--- config.mk ---
export PLATFORM = sky130hd
export DESIGN_NAME = budgeted_lru_slot_cache
export DESIGN_NICKNAME = d
export VERILOG_FILES = /design/src/rtl/blsc_pkg.sv /design/src/rtl/budgeted_lru_slot_cache.sv
export SDC_FILE = /design/constraint.sdc
export NUM_CORES = 2
export LEC_CHECK = 0
export BUFFER_PORTS_ARGS = -buffer_cell sky130_fd_sc_hd__buf_2
export CORE_UTILIZATION = 40
export CTS_BUF_LIST = sky130_fd_sc_hd__clkbuf_4 sky130_fd_sc_hd__clkbuf_8
export DETAILED_ROUTE_END_ITERATION = 6
export PLACE_DENSITY = 0.56
export RECOVER_POWER = 25
export SETUP_SLACK_MARGIN = 0.1
export SYNTH_ARGS = -nofsm -noshare
export SYNTH_HDL_FRONTEND = slang
export SYNTH_SLANG_ARGS = --single-unit
--- constraint.sdc ---
create_clock -name clk_i -period 18.6 [get_ports clk_i]
set_clock_uncertainty 0.1 [all_clocks]
set_input_delay 2.79 -clock clk_i [delete_from_list [all_inputs] [get_ports clk_i]]
set_output_delay 2.79 -clock clk_i [all_outputs]
set_load 0.005 [all_outputs]
--- src/rtl/blsc_pkg.sv ---
// Package for the budgeted LRU slot cache: sizes, word types and sequencer states.
// No dependencies; imported by rtl/budgeted_lru_slot_cache.sv.
package blsc_pkg;

  localparam int SLOTS        = 9;
  localparam int KEY_BITS     = 32;
  localparam int SLOT_W       = $clog2(SLOTS);
  localparam int SLOT_FIELD_W = 4;
  localparam int KEY_FIELD_W  = 32;
  localparam int BYTES_W      = 48;
  localparam int STAMP_W      = 32;
  localparam int MASK_W       = 9;

  localparam logic FUNC_REQUEST   = 1'b0;
  localparam logic FUNC_UNPIN_ALL = 1'b1;

  typedef struct packed {
    logic                    func;
    logic [SLOT_FIELD_W-1:0] slot;
    logic [KEY_FIELD_W-1:0]  model_key;
    logic [BYTES_W-1:0]      estimate_bytes;
    logic [BYTES_W-1:0]      resident_bytes;
  } in_t;

  typedef struct packed {
    logic               hit;
    logic               replaced;
    logic [MASK_W-1:0]  evicted_mask;
    logic               cannot_fit;
    logic [BYTES_W-1:0] used_bytes;
  } out_t;

  typedef enum logic [2:0] {
    ST_IDLE,
    ST_CHECK,
    ST_FIT,
    ST_SCAN,
    ST_EVICT,
    ST_LOAD,
    ST_DONE
  } state_e;

endpackage

--- src/rtl/budgeted_lru_slot_cache.sv ---
// Top level of the budgeted LRU slot cache: slot table, scan sequencer, output register.
// Depends on rtl/blsc_pkg.sv.
//
// One word in, one word out. A hit passes through the check and done states after
// acceptance, an unpin-all or out-of-range word goes straight to the done state; a miss
// passes through fit and load, plus a scan and an evict pass for each evicted slot and for
// a pass that runs out of victims. The single stamp comparator walks the slot table one
// entry a cycle to find the least-recently-used unpinned victim. The input is stalled while
// a word is in work; a finished result waits in the output register. A byte budget of zero
// disables eviction.
module budgeted_lru_slot_cache (
  input  logic                   clk_i,
  input  logic                   rst_ni,
  input  logic                   in_valid_i,
  output logic                   in_stall_o,
  input  blsc_pkg::in_t          in_data_i,
  output logic                   out_valid_o,
  input  logic                   out_stall_i,
  output blsc_pkg::out_t         out_data_o,
  input  logic                   cfg_we_i,
  input  logic [blsc_pkg::BYTES_W-1:0] cfg_data_i
);
  import blsc_pkg::*;

  localparam int EXT_W = (SLOTS > MASK_W) ? SLOTS : MASK_W;

  state_e state_q, state_d;

  logic [SLOTS-1:0]    loaded_q, loaded_d;
  logic [SLOTS-1:0]    pinned_q, pinned_d;
  logic [STAMP_W-1:0]  stamp_q [SLOTS];
  logic [STAMP_W-1:0]  stamp_d [SLOTS];
  logic [BYTES_W-1:0]  size_q  [SLOTS];
  logic [BYTES_W-1:0]  size_d  [SLOTS];
  logic [KEY_BITS-1:0] key_q   [SLOTS];

  logic [BYTES_W-1:0]  used_q, used_d;
  logic [STAMP_W-1:0]  clock_q, clock_d;
  logic [BYTES_W-1:0]  budget_q;

  logic [SLOT_W-1:0]   req_q, req_d;
  logic [KEY_BITS-1:0] rkey_q, rkey_d;
  logic [BYTES_W-1:0]  est_q, est_d;
  logic [BYTES_W-1:0]  res_q, res_d;
  logic                phase_q, phase_d;

  logic [SLOT_W-1:0]   scan_q, scan_d;
  logic                vic_valid_q, vic_valid_d;
  logic [SLOT_W-1:0]   vic_idx_q, vic_idx_d;
  logic [STAMP_W-1:0]  vic_stamp_q, vic_stamp_d;
  logic [BYTES_W-1:0]  vic_size_q, vic_size_d;

  logic                hit_q, hit_d;
  logic                repl_q, repl_d;
  logic [SLOTS-1:0]    ev_q, ev_d;
  logic                nofit_q, nofit_d;

  logic                out_valid_q, out_valid_d;
  out_t                out_q, out_d;

  logic                key_we;
  logic                in_accept;
  logic                in_range;
  logic [SLOT_W-1:0]   rd_idx;
  logic                rd_loaded;
  logic                rd_pinned;
  logic [STAMP_W-1:0]  rd_stamp;
  logic [BYTES_W-1:0]  rd_size;
  logic [KEY_BITS-1:0] rd_key;
  logic                key_match;
  logic [BYTES_W-1:0]  sub_sz;
  logic [BYTES_W-1:0]  used_rel;
  logic [BYTES_W-1:0]  incoming;
  logic [BYTES_W:0]    need_sum;
  logic [BYTES_W:0]    load_sum;
  logic                over;
  logic                cand;
  logic                better;
  logic                scan_last;
  logic                out_free;
  logic [EXT_W-1:0]    ev_ext;

  assign in_accept = in_valid_i && !in_stall_o;
  assign in_stall_o = (state_q != ST_IDLE);
  assign in_range  = (int'(in_data_i.slot) < SLOTS);
  assign out_free  = !out_valid_q || !out_stall_i;

  // single read port into the slot table
  assign rd_idx    = (state_q == ST_SCAN) ? scan_q : req_q;
  assign rd_loaded = loaded_q[rd_idx];
  assign rd_pinned = pinned_q[rd_idx];
  assign rd_stamp  = stamp_q[rd_idx];
  assign rd_size   = size_q[rd_idx];
  assign rd_key    = key_q[rd_idx];
  assign key_match = rd_loaded && (rd_key == rkey_q);

  assign sub_sz   = (state_q == ST_EVICT) ? vic_size_q : rd_size;
  assign used_rel = (used_q >= sub_sz) ? (used_q - sub_sz) : '0;

  assign incoming = phase_q ? '0 : est_q;
  assign need_sum = {1'b0, used_q} + {1'b0, incoming};
  assign over     = (budget_q != '0) && (need_sum > {1'b0, budget_q});
  assign load_sum = {1'b0, used_q} + {1'b0, res_q};

  assign cand      = rd_loaded && !rd_pinned && (scan_q != req_q);
  assign better    = !vic_valid_q || (rd_stamp < vic_stamp_q);
  assign scan_last = (scan_q == SLOT_W'(SLOTS - 1));

  assign ev_ext = EXT_W'(ev_q);

  // next state
  always_comb begin
    state_d = state_q;
    unique case (state_q)
      ST_IDLE: begin
        if (in_accept) begin
          if (in_data_i.func == FUNC_REQUEST && in_range) state_d = ST_CHECK;
          else state_d = ST_DONE;
        end
      end
      ST_CHECK: begin
        state_d = key_match ? ST_DONE : ST_FIT;
      end
      ST_FIT: begin
        if (over) state_d = ST_SCAN;
        else state_d = phase_q ? ST_DONE : ST_LOAD;
      end
      ST_SCAN: begin
        if (scan_last) state_d = ST_EVICT;
      end
      ST_EVICT: begin
        if (vic_valid_q) state_d = ST_FIT;
        else state_d = phase_q ? ST_DONE : ST_LOAD;
      end
      ST_LOAD: begin
        state_d = ST_FIT;
      end
      ST_DONE: begin
        if (out_free) state_d = ST_IDLE;
      end
      default: state_d = ST_IDLE;
    endcase
  end

  // datapath and outputs
  always_comb begin
    loaded_d    = loaded_q;
    pinned_d    = pinned_q;
    stamp_d     = stamp_q;
    size_d      = size_q;
    used_d      = used_q;
    clock_d     = clock_q;
    req_d       = req_q;
    rkey_d      = rkey_q;
    est_d       = est_q;
    res_d       = res_q;
    phase_d     = phase_q;
    scan_d      = scan_q;
    vic_valid_d = vic_valid_q;
    vic_idx_d   = vic_idx_q;
    vic_stamp_d = vic_stamp_q;
    vic_size_d  = vic_size_q;
    hit_d       = hit_q;
    repl_d      = repl_q;
    ev_d        = ev_q;
    nofit_d     = nofit_q;
    key_we      = 1'b0;
    out_valid_d = out_valid_q && out_stall_i;
    out_d       = out_q;

    unique case (state_q)
      ST_IDLE: begin
        if (in_accept) begin
          req_d   = SLOT_W'(in_data_i.slot);
          rkey_d  = KEY_BITS'(in_data_i.model_key);
          est_d   = in_data_i.estimate_bytes;
          res_d   = in_data_i.resident_bytes;
          phase_d = 1'b0;
          hit_d   = 1'b0;
          repl_d  = 1'b0;
          ev_d    = '0;
          nofit_d = 1'b0;
          if (in_data_i.func == FUNC_UNPIN_ALL) pinned_d = '0;
        end
      end
      ST_CHECK: begin
        if (key_match) begin
          hit_d           = 1'b1;
          clock_d         = clock_q + STAMP_W'(1);
          stamp_d[req_q]  = clock_q + STAMP_W'(1);
          pinned_d[req_q] = 1'b1;
        end else if (rd_loaded) begin
          repl_d          = 1'b1;
          used_d          = used_rel;
          loaded_d[req_q] = 1'b0;
          pinned_d[req_q] = 1'b0;
          stamp_d[req_q]  = '0;
          size_d[req_q]   = '0;
        end
      end
      ST_FIT: begin
        scan_d      = '0;
        vic_valid_d = 1'b0;
      end
      ST_SCAN: begin
        if (cand && better) begin
          vic_valid_d = 1'b1;
          vic_idx_d   = scan_q;
          vic_stamp_d = rd_stamp;
          vic_size_d  = rd_size;
        end
        if (!scan_last) scan_d = scan_q + SLOT_W'(1);
      end
      ST_EVICT: begin
        if (vic_valid_q) begin
          used_d              = used_rel;
          loaded_d[vic_idx_q] = 1'b0;
          pinned_d[vic_idx_q] = 1'b0;
          stamp_d[vic_idx_q]  = '0;
          size_d[vic_idx_q]   = '0;
          ev_d[vic_idx_q]     = 1'b1;
        end else begin
          nofit_d = 1'b1;
        end
      end
      ST_LOAD: begin
        key_we          = 1'b1;
        size_d[req_q]   = res_q;
        used_d          = load_sum[BYTES_W] ? '1 : load_sum[BYTES_W-1:0];
        loaded_d[req_q] = 1'b1;
        clock_d         = clock_q + STAMP_W'(1);
        stamp_d[req_q]  = clock_q + STAMP_W'(1);
        pinned_d[req_q] = 1'b1;
        phase_d         = 1'b1;
      end
      ST_DONE: begin
        if (out_free) begin
          out_valid_d        = 1'b1;
          out_d.hit          = hit_q;
          out_d.replaced     = repl_q;
          out_d.evicted_mask = ev_ext[MASK_W-1:0];
          out_d.cannot_fit   = nofit_q;
          out_d.used_bytes   = used_q;
        end
      end
      default: ;
    endcase
  end

  always_ff @(posedge clk_i or negedge rst_ni) begin
    if (!rst_ni) begin
      state_q     <= ST_IDLE;
      loaded_q    <= '0;
      pinned_q    <= '0;
      used_q      <= '0;
      clock_q     <= '0;
      budget_q    <= '0;
      out_valid_q <= 1'b0;
      for (int i = 0; i < SLOTS; i++) begin
        stamp_q[i] <= '0;
        size_q[i]  <= '0;
      end
    end else begin
      state_q     <= state_d;
      loaded_q    <= loaded_d;
      pinned_q    <= pinned_d;
      used_q      <= used_d;
      clock_q     <= clock_d;
      out_valid_q <= out_valid_d;
      stamp_q     <= stamp_d;
      size_q      <= size_d;
      if (cfg_we_i) budget_q <= cfg_data_i;
    end
  end

  always_ff @(posedge clk_i) begin
    req_q       <= req_d;
    rkey_q      <= rkey_d;
    est_q       <= est_d;
    res_q       <= res_d;
    phase_q     <= phase_d;
    scan_q      <= scan_d;
    vic_valid_q <= vic_valid_d;
    vic_idx_q   <= vic_idx_d;
    vic_stamp_q <= vic_stamp_d;
    vic_size_q  <= vic_size_d;
    hit_q       <= hit_d;
    repl_q      <= repl_d;
    ev_q        <= ev_d;
    nofit_q     <= nofit_d;
    out_q       <= out_d;
    if (key_we) key_q[req_q] <= rkey_q;
  end

  assign out_valid_o = out_valid_q;
  assign out_data_o  = out_q;

  a_rose_from_done: assert property (@(posedge clk_i) disable iff (!rst_ni)
    $rose(out_valid_o) |-> $past(state_q == ST_DONE))
    else $error("result word appeared outside the done state");

  a_hit_clean: assert property (@(posedge clk_i) disable iff (!rst_ni)
    (out_valid_o && out_data_o.hit) |->
      (!out_data_o.replaced && out_data_o.evicted_mask == '0 && !out_data_o.cannot_fit))
    else $error("hit word reports replacement or eviction");

  a_victim_legal: assert property (@(posedge clk_i) disable iff (!rst_ni)
    (state_q == ST_EVICT && vic_valid_q) |->
      (vic_idx_q != req_q && loaded_q[vic_idx_q] && !pinned_q[vic_idx_q]))
    else $error("victim is the requested slot, unloaded or pinned");

  a_no_evict_unlimited: assert property (@(posedge clk_i) disable iff (!rst_ni)
    (state_q == ST_SCAN) |-> (budget_q != '0))
    else $error("victim scan with unlimited budget");

endmodule
After elaboration in Yosys (flattened, before gate mapping)
Memory sizes are Yosys's and may differ from the RTL's.
Cells that the tools add are included.

storage, ports and cells
  input bits = 186
  output and inout bits = 62
  word-level logic and storage cells = 233
  memory bits (writable) = 288
  register bits = 1164
  memories = 1

memory list
  memory  depth  width  rd ports  clocked after memory_dff  wr ports  RTL line                       text
  key_q   9      32     1         0                         1         budgeted_lru_slot_cache.sv:35  logic [KEY_BITS-1:0] key_q [SLOTS];

cells by class
  bitwise operators = 21
  add/subtract/negate cells = 5
  $lt $le $gt $ge = 14
  reduce and logical (&&, ||, !) cells = 44
  multiplexer cells = 83
  equality and inequality tests = 21

operators with widths
  kind                                     number
  2-to-1 mux 432 bit                       3
  case mux 432 bit (3 select lines)        1
  bitwise AND 432 bit                      2
  2-to-1 mux 288 bit                       3
  NOT 432 bit                              2
  case mux 288 bit (3 select lines)        1
  bitwise AND 288 bit                      2
  NOT 288 bit                              2
  2-to-1 mux 48 bit                        11
  bitwise mux 432 bit                      1
  demux 48 bit (select 4 bit)              2
  bitwise mux 288 bit                      1
  demux 32 bit (select 4 bit)              2
  binary-select mux 48 bit (select 4 bit)  1
  2-to-1 mux 32 bit                        5
  case mux 48 bit (3 select lines)         1
  binary-select mux 32 bit (select 4 bit)  1
  adder 48 x 48 -> 49 bit                  2
  2-to-1 mux 9 bit                         10
  case mux 32 bit (2 select lines)         1
  > comparator 49 x 48 -> 1 bit            1
  >= comparator 48 bit                     1
  nonzero test 48 bit                      1
  subtractor 48 bit                        1
  other kinds (45)                         130

Logic depth before layout (Yosys ltp)
  depth in word-level cells = 12
  depth in mapped cells = 31
  gate-level depth less buffers = 25

Worst setup path before layout
Ideal clock, no wire load.

  path kind = register to register
  start = register state_q[2]
  end = register vic_valid_q (enable)
  arrival time = 7.459 ns
  buffers on the path = 10
  required time = 18.200 ns
  stages on the path, launching flop included = 28
  library setup time = 0.300 ns
  clock period less this slack = 7.859 ns
  setup slack = 10.741 ns
  path through = dfrtp_1 buf_4 and4b_1 a21o_1 buf_6 buf_6 buf_4 buf_2 buf_2 clkbuf_1 clkbuf_1 buf_1 clkbuf_1 nand3_1 a31oi_1 o21ai_0 ha_1 a21o_1 a21o_1 a21oi_1 nor2_1 a2111oi_0 nor2_1 a2111oi_0 o211ai_1 a21oi_1 o311a_1 or2_2

between the ends
  longest elaborated chain between the ends = 11
  elaborated cells on any way between the ends = 20
  those cells by class = order compare: 1; eq/ne: 3; mux: 8; bitwise: 1; reduce/logical: 7

ends and longest elaborated chain
  element                                                RTL line                        text
  from (decl)                                            budgeted_lru_slot_cache.sv:27   state_e state_q, state_d;
  from (signal assigned)                                 budgeted_lru_slot_cache.sv:264  state_q <= state_d;
  equality test 3 x 2 -> 1 bit                           budgeted_lru_slot_cache.sv:89   assign rd_idx = (state_q == ST_SCAN) ? scan_q : req_q;
  2-to-1 mux 4 bit                                       budgeted_lru_slot_cache.sv:89
  NOT 4 -> 5 bit (not written as such)                   budgeted_lru_slot_cache.sv:92   assign rd_stamp = stamp_q[rd_idx];
  binary-select mux 32 bit (select 4 bit)                budgeted_lru_slot_cache.sv:92
  2-to-1 mux 32 bit (not written as such) (2 in series)  budgeted_lru_slot_cache.sv:92
  net rd_stamp[9]                                        budgeted_lru_slot_cache.sv:67   logic [STAMP_W-1:0] rd_stamp;
  less-than comparator 32 bit                            budgeted_lru_slot_cache.sv:106  assign better = !vic_valid_q || (rd_stamp < vic_stamp_q);
  logical OR 1 bit                                       budgeted_lru_slot_cache.sv:106
  logical AND 1 bit                                      budgeted_lru_slot_cache.sv:206  if (cand && better) begin
  inequality test 2 x 1 -> 1 bit (no source line)        -
  AND reduction 2 bit (no source line)                   -
  to (signal assigned)                                   budgeted_lru_slot_cache.sv:283  vic_valid_q <= vic_valid_d;
  to (decl)                                              budgeted_lru_slot_cache.sv:48   logic vic_valid_q, vic_valid_d;

The timed path passes the listed nets, and every way through them passes these cells. The select of a mux whose other input is x is not followed.
A chain may end at the register's enable or synchronous reset.

Worst setup path in the final report
  start = register state_q[1]
  end = register used_q[46]

between the ends
  longest elaborated chain between the ends = 12
  elaborated cells on any way between the ends = 27
  those cells by class = add/sub: 1; order compare: 1; eq/ne: 8; mux: 12; bitwise: 1; reduce/logical: 3; memory: 1

ends and longest elaborated chain
  element                                                           RTL line                        text
  equality test 3 x 2 -> 1 bit *                                    budgeted_lru_slot_cache.sv:89
  2-to-1 mux 4 bit *                                                budgeted_lru_slot_cache.sv:89
  NOT 4 -> 5 bit (not written as such) *                            budgeted_lru_slot_cache.sv:93   assign rd_size = size_q[rd_idx];
  binary-select mux 48 bit (select 4 bit) *                         budgeted_lru_slot_cache.sv:93
  2-to-1 mux 48 bit (not written as such) * (2 in series)           budgeted_lru_slot_cache.sv:93
  net rd_size[0]                                                    budgeted_lru_slot_cache.sv:68   logic [BYTES_W-1:0] rd_size;
  2-to-1 mux 48 bit *                                               budgeted_lru_slot_cache.sv:97   assign sub_sz = (state_q == ST_EVICT) ? vic_size_q : rd_size;
  subtractor 48 bit / >= comparator 48 bit (equally long branches)  budgeted_lru_slot_cache.sv:98   assign used_rel = (used_q >= sub_sz) ? (used_q - sub_sz) : '0;
  2-to-1 mux 48 bit *                                               budgeted_lru_slot_cache.sv:98
  2-to-1 mux 48 bit                                                 budgeted_lru_slot_cache.sv:192  end else if (rd_loaded) begin
  2-to-1 mux 48 bit                                                 budgeted_lru_slot_cache.sv:187  if (key_match) begin
  case mux 48 bit (3 select lines) *                                budgeted_lru_slot_cache.sv:171  unique case (state_q)
  to (signal assigned)                                              budgeted_lru_slot_cache.sv:267  used_q <= used_d;
  to (decl)                                                         budgeted_lru_slot_cache.sv:37   logic [BYTES_W-1:0] used_q, used_d;

Mark *: on every way through the listed nets, which the timed path passes. The rest lies on a longest branch. The select of a mux whose other input is x is not followed.

==> results.md <==
* # fillers at 16500
* Pwr dens at 158 nW/um^2
* Warnings from Yosys at 0
* Family with the most delay on the worst path: buffers and inverters
* Seq pwr share at 0.358
* CP arrival at 11.09 ns
* Post-Synth Adder-Cell Area at 0.0409
* Worst reg2reg startpoint: state_q[1]
* Clock power share at 0.258
* Max Freq at 97.0 MHz
* Crit path depth at 27
* Compound-cell area share of the yosys netlist at 0.191
* Most frequent cells in the layout: 1167 x nand2_1, 870 x dfrtp_1, 618 x a22o_1
* Leakage at 0.0333 uW
* WL final at 233000 microns
* ANT nets after route at 0
* Reg clk slew, reported paths at 0.06 ns
* Switching power summed over all nets at 4910 uW
* Setup Total Neg Slack at 0 ns
* Post-synthesis mux area share at 0.0187
* Post-CTS Setup Bufs at 0
* Synth-to-Final Area Change at 12.3%
* CP Launch Type: flop
* Global-route wire length before repair at 352000 microns
* Largest net degree at the start of global routing at 162
* # DRC at 0
* H-tree Lvls at 5
* CP Buf/Inv Count at 7
* Core Area at 175000 sq um
* Site Rows at 153
* Largest family of logic cells by synthesized area: compound AO/OA/AOI/OAI gates
* Layout cell share with drive strength beyond 1 at 0.120
* DP Wirelength at 141000 microns
* Worst Tran Pin Value at 6.63 ns
* Post-Synth XOR/XNOR Area at 0.0293
* Outcome: complete, but fails checks
* Hold Startpoint: ev_ext[5]
* Num ports at 248
* CTS sink cnt at 1452
* Post-synth EDFFs at 582
* Total track usage at 0.257
* Min-delay worst type: reg2reg
* Internal power at 7590 uW
* # resized after CTS at 0
* Clk_lat worst skew at 1.03 ns
* Peak VDD IR at 0.0941 mV
* Main synth FF type: dfrtp_1
* Failing checks: capacitance limit, slew limit
* R2r endpoint: used_q[46]
* Yosys cell types at 84
* Final period util at 0.554
* Antenna violations before repair at 4
* RSZ-0062 raised after global routing: no
* Post-synth ARST share at 0.599
* Worst stage delay on the critical path at 1.11 ns
* Mean post-synth cell area at 10.8 sq um
* Largest fanout on the critical path at 66
* Final Core Density at 0.454
* Maximum clock path buffer count at 4
* Most frequent CP cell: buf_4
* CTS Buf Count at 278
* Die area at 178000 sq um
* Kind of critical path: reg2reg
* Most common cell after layout, fill and taps aside: nand2_1
* Post-CTS Hold Fix Bufs at 0
* First-pass iteration count of the detailed router at 6
* Critical Path End Type: flop
* GP Congestion at 0.931
* Minimum clock period at 10.31 ns
* Root Buffer: clkbuf_8
* Via density at 5.92
* CTS tree: built
* DP Area at 73800 sq um
* Vias in the first global route at 54000
* Initial DRC count at 5425
* FF+latch count, synth at 1452
* Syn nets at 6968
* Port Buffers at 247
* Final Cell Area at 79300 sq um
* WL per Instance at 25.2 microns
* Die X at 422 microns
* Worst EP required at 19.38 ns
* Syn Std Cell Area at 70600 sq um
* Gr ovfl total at 0
* R2R depth at 27
* Vias at 54700
* Post-synthesis sequential area ratio at 0.556
* Initial Util at 0.404
* Setup crit end: used_q[46]
* Mapped Cells at 6553
* Hold_ws at 0.321 ns
* Switching share of power at 0.393
* Chip Height at 422 microns
* Final setup violation count at 0
* Comb power frac at 0.384
* Rel. slew slack at -3.42
* Worst setup path start: state_q[1]
* Max-slew violation count at 418
* CP max stage cell: nand3b_1
* Simple-Gate Fraction of Synth Area at 0.128
* Max-cap check violation count at 10
* Nets at 7126
* R2R Setup Slk at 8.29 ns
* Final hold vios at 0
==> cells in the mapped netlist (all sizes together), types with 44 or more instances <==
cell type  number  area share
dfrtp         870        0.31
nand3         269       0.019
xor2           94       0.012
o21ai         413       0.029
nor2          171      0.0091
a22o          618       0.077
a311oi         87       0.011
a31oi         106      0.0094
edfxtp        582        0.25
nor3           44      0.0032
and3          125       0.011
inv           145      0.0077
xnor2         142       0.018
nor2b          84      0.0074
nand2        1168       0.062
a21o           98       0.010
a21oi         213       0.015
nand4          44      0.0039
mux2i          99       0.014
buf           180       0.013
clkbuf        298       0.016
a211oi         52      0.0056
ha            226       0.040
==> cell families (layout without fill, tap and decap cells) <==
logic type,Yosys count,in the layout
AO/OA/AOI/OAI,1863,1863
adder cells (fa/ha/maj),229,229
AND/OR/NAND/NOR,2026,2026
XOR/XNOR,236,236
other,0,3
buffers and inverters,623,979
flip-flops,1452,1452
multiplexers,124,124
==> worst min-delay path by stage <==
stage / endpoint / depth (start not counted) / slack [ns]
after floorplan: out_data_o[48] / 0 / 0.30
after global placement: out_data_o[58] / 0 / 0.32
after detailed placement: out_data_o[58] / 0 / 0.32
after CTS: out_data_o[54] / 0 / 0.33
after global routing: out_data_o[54] / 0 / 0.34
final: out_data_o[54] / 0 / 0.32
==> power groups by stage <==
stage / registers [uW] / logic (uW) / clock network, uW
detailed placement: 4510 / 4750 / 0
global route: 4520 / 5270 / 3440
finish: 4470 / 4800 / 3230
CTS: 4460 / 4770 / 3300
global placement: 4510 / 4720 / 0
floorplan: 4250 / 3430 / 0
==> worst register-to-register path, cell delays in order, from the launching register on <==
cell	delay, ns
dfrtp_1	0.83
nand3b_1	1.11
mux2i_4	0.44
buf_4	0.56
buf_4	0.60
buf_4	0.79
buf_4	0.81
nand2_1	0.14
nand3_1	0.11
a31oi_1	0.10
o21ai_0	0.27
nor2_1	0.07
nor2_1	0.15
ha_1	0.19
inv_1	0.06
fa_1	0.46
a211oi_1	0.31
o21a_1	0.21
nor3_1	0.09
o21ai_0	0.37
a21oi_1	0.21
o211ai_1	0.31
a31oi_4	0.11
buf_4	0.41
inv_1	0.54
nor3_1	0.12
or3b_2	0.48
mux2_1	0.30
==> metal layers <==
metal,up-vias,part of all wire,global-route usage
met5,-,0,0
met4,0,0.030,0.0848
met3,413,0.060,0.0371
met2,2074,0.46,0.404
met1,27700,0.45,0.364
li1,24500,-,-
==> sequential cells by signal, indices dropped and copies added, names as in the netlist, 60 cells and up <==
register    cells
size_q        432
key_q         288
stamp_q       288
out_data_o     60
==> through the flow <==
stage	std cells	power, uW	setup WS, ns
after floorplan	6553	7680	10.74
after global placement	8756	9230	9.30
after detailed placement	8756	9250	9.18
after CTS	9234	12500	9.19
after global routing	9237	13200	7.60
final	9237	12500	8.29
==> cell type report <==
cell class                 count  area, sq um  area share
sequential                  1452        39200       0.495
multi-input combinational   4478        29000       0.365
clock buffer                 399         4970      0.0627
tap                         2325         2910      0.0367
timing repair buffer         356         2020      0.0255
clock inverter                79          593     0.00748
inverter                     145          546     0.00688
antenna                        3         7.51   0.0000947
No activity file was read; power rests on OpenSTA's default activity.
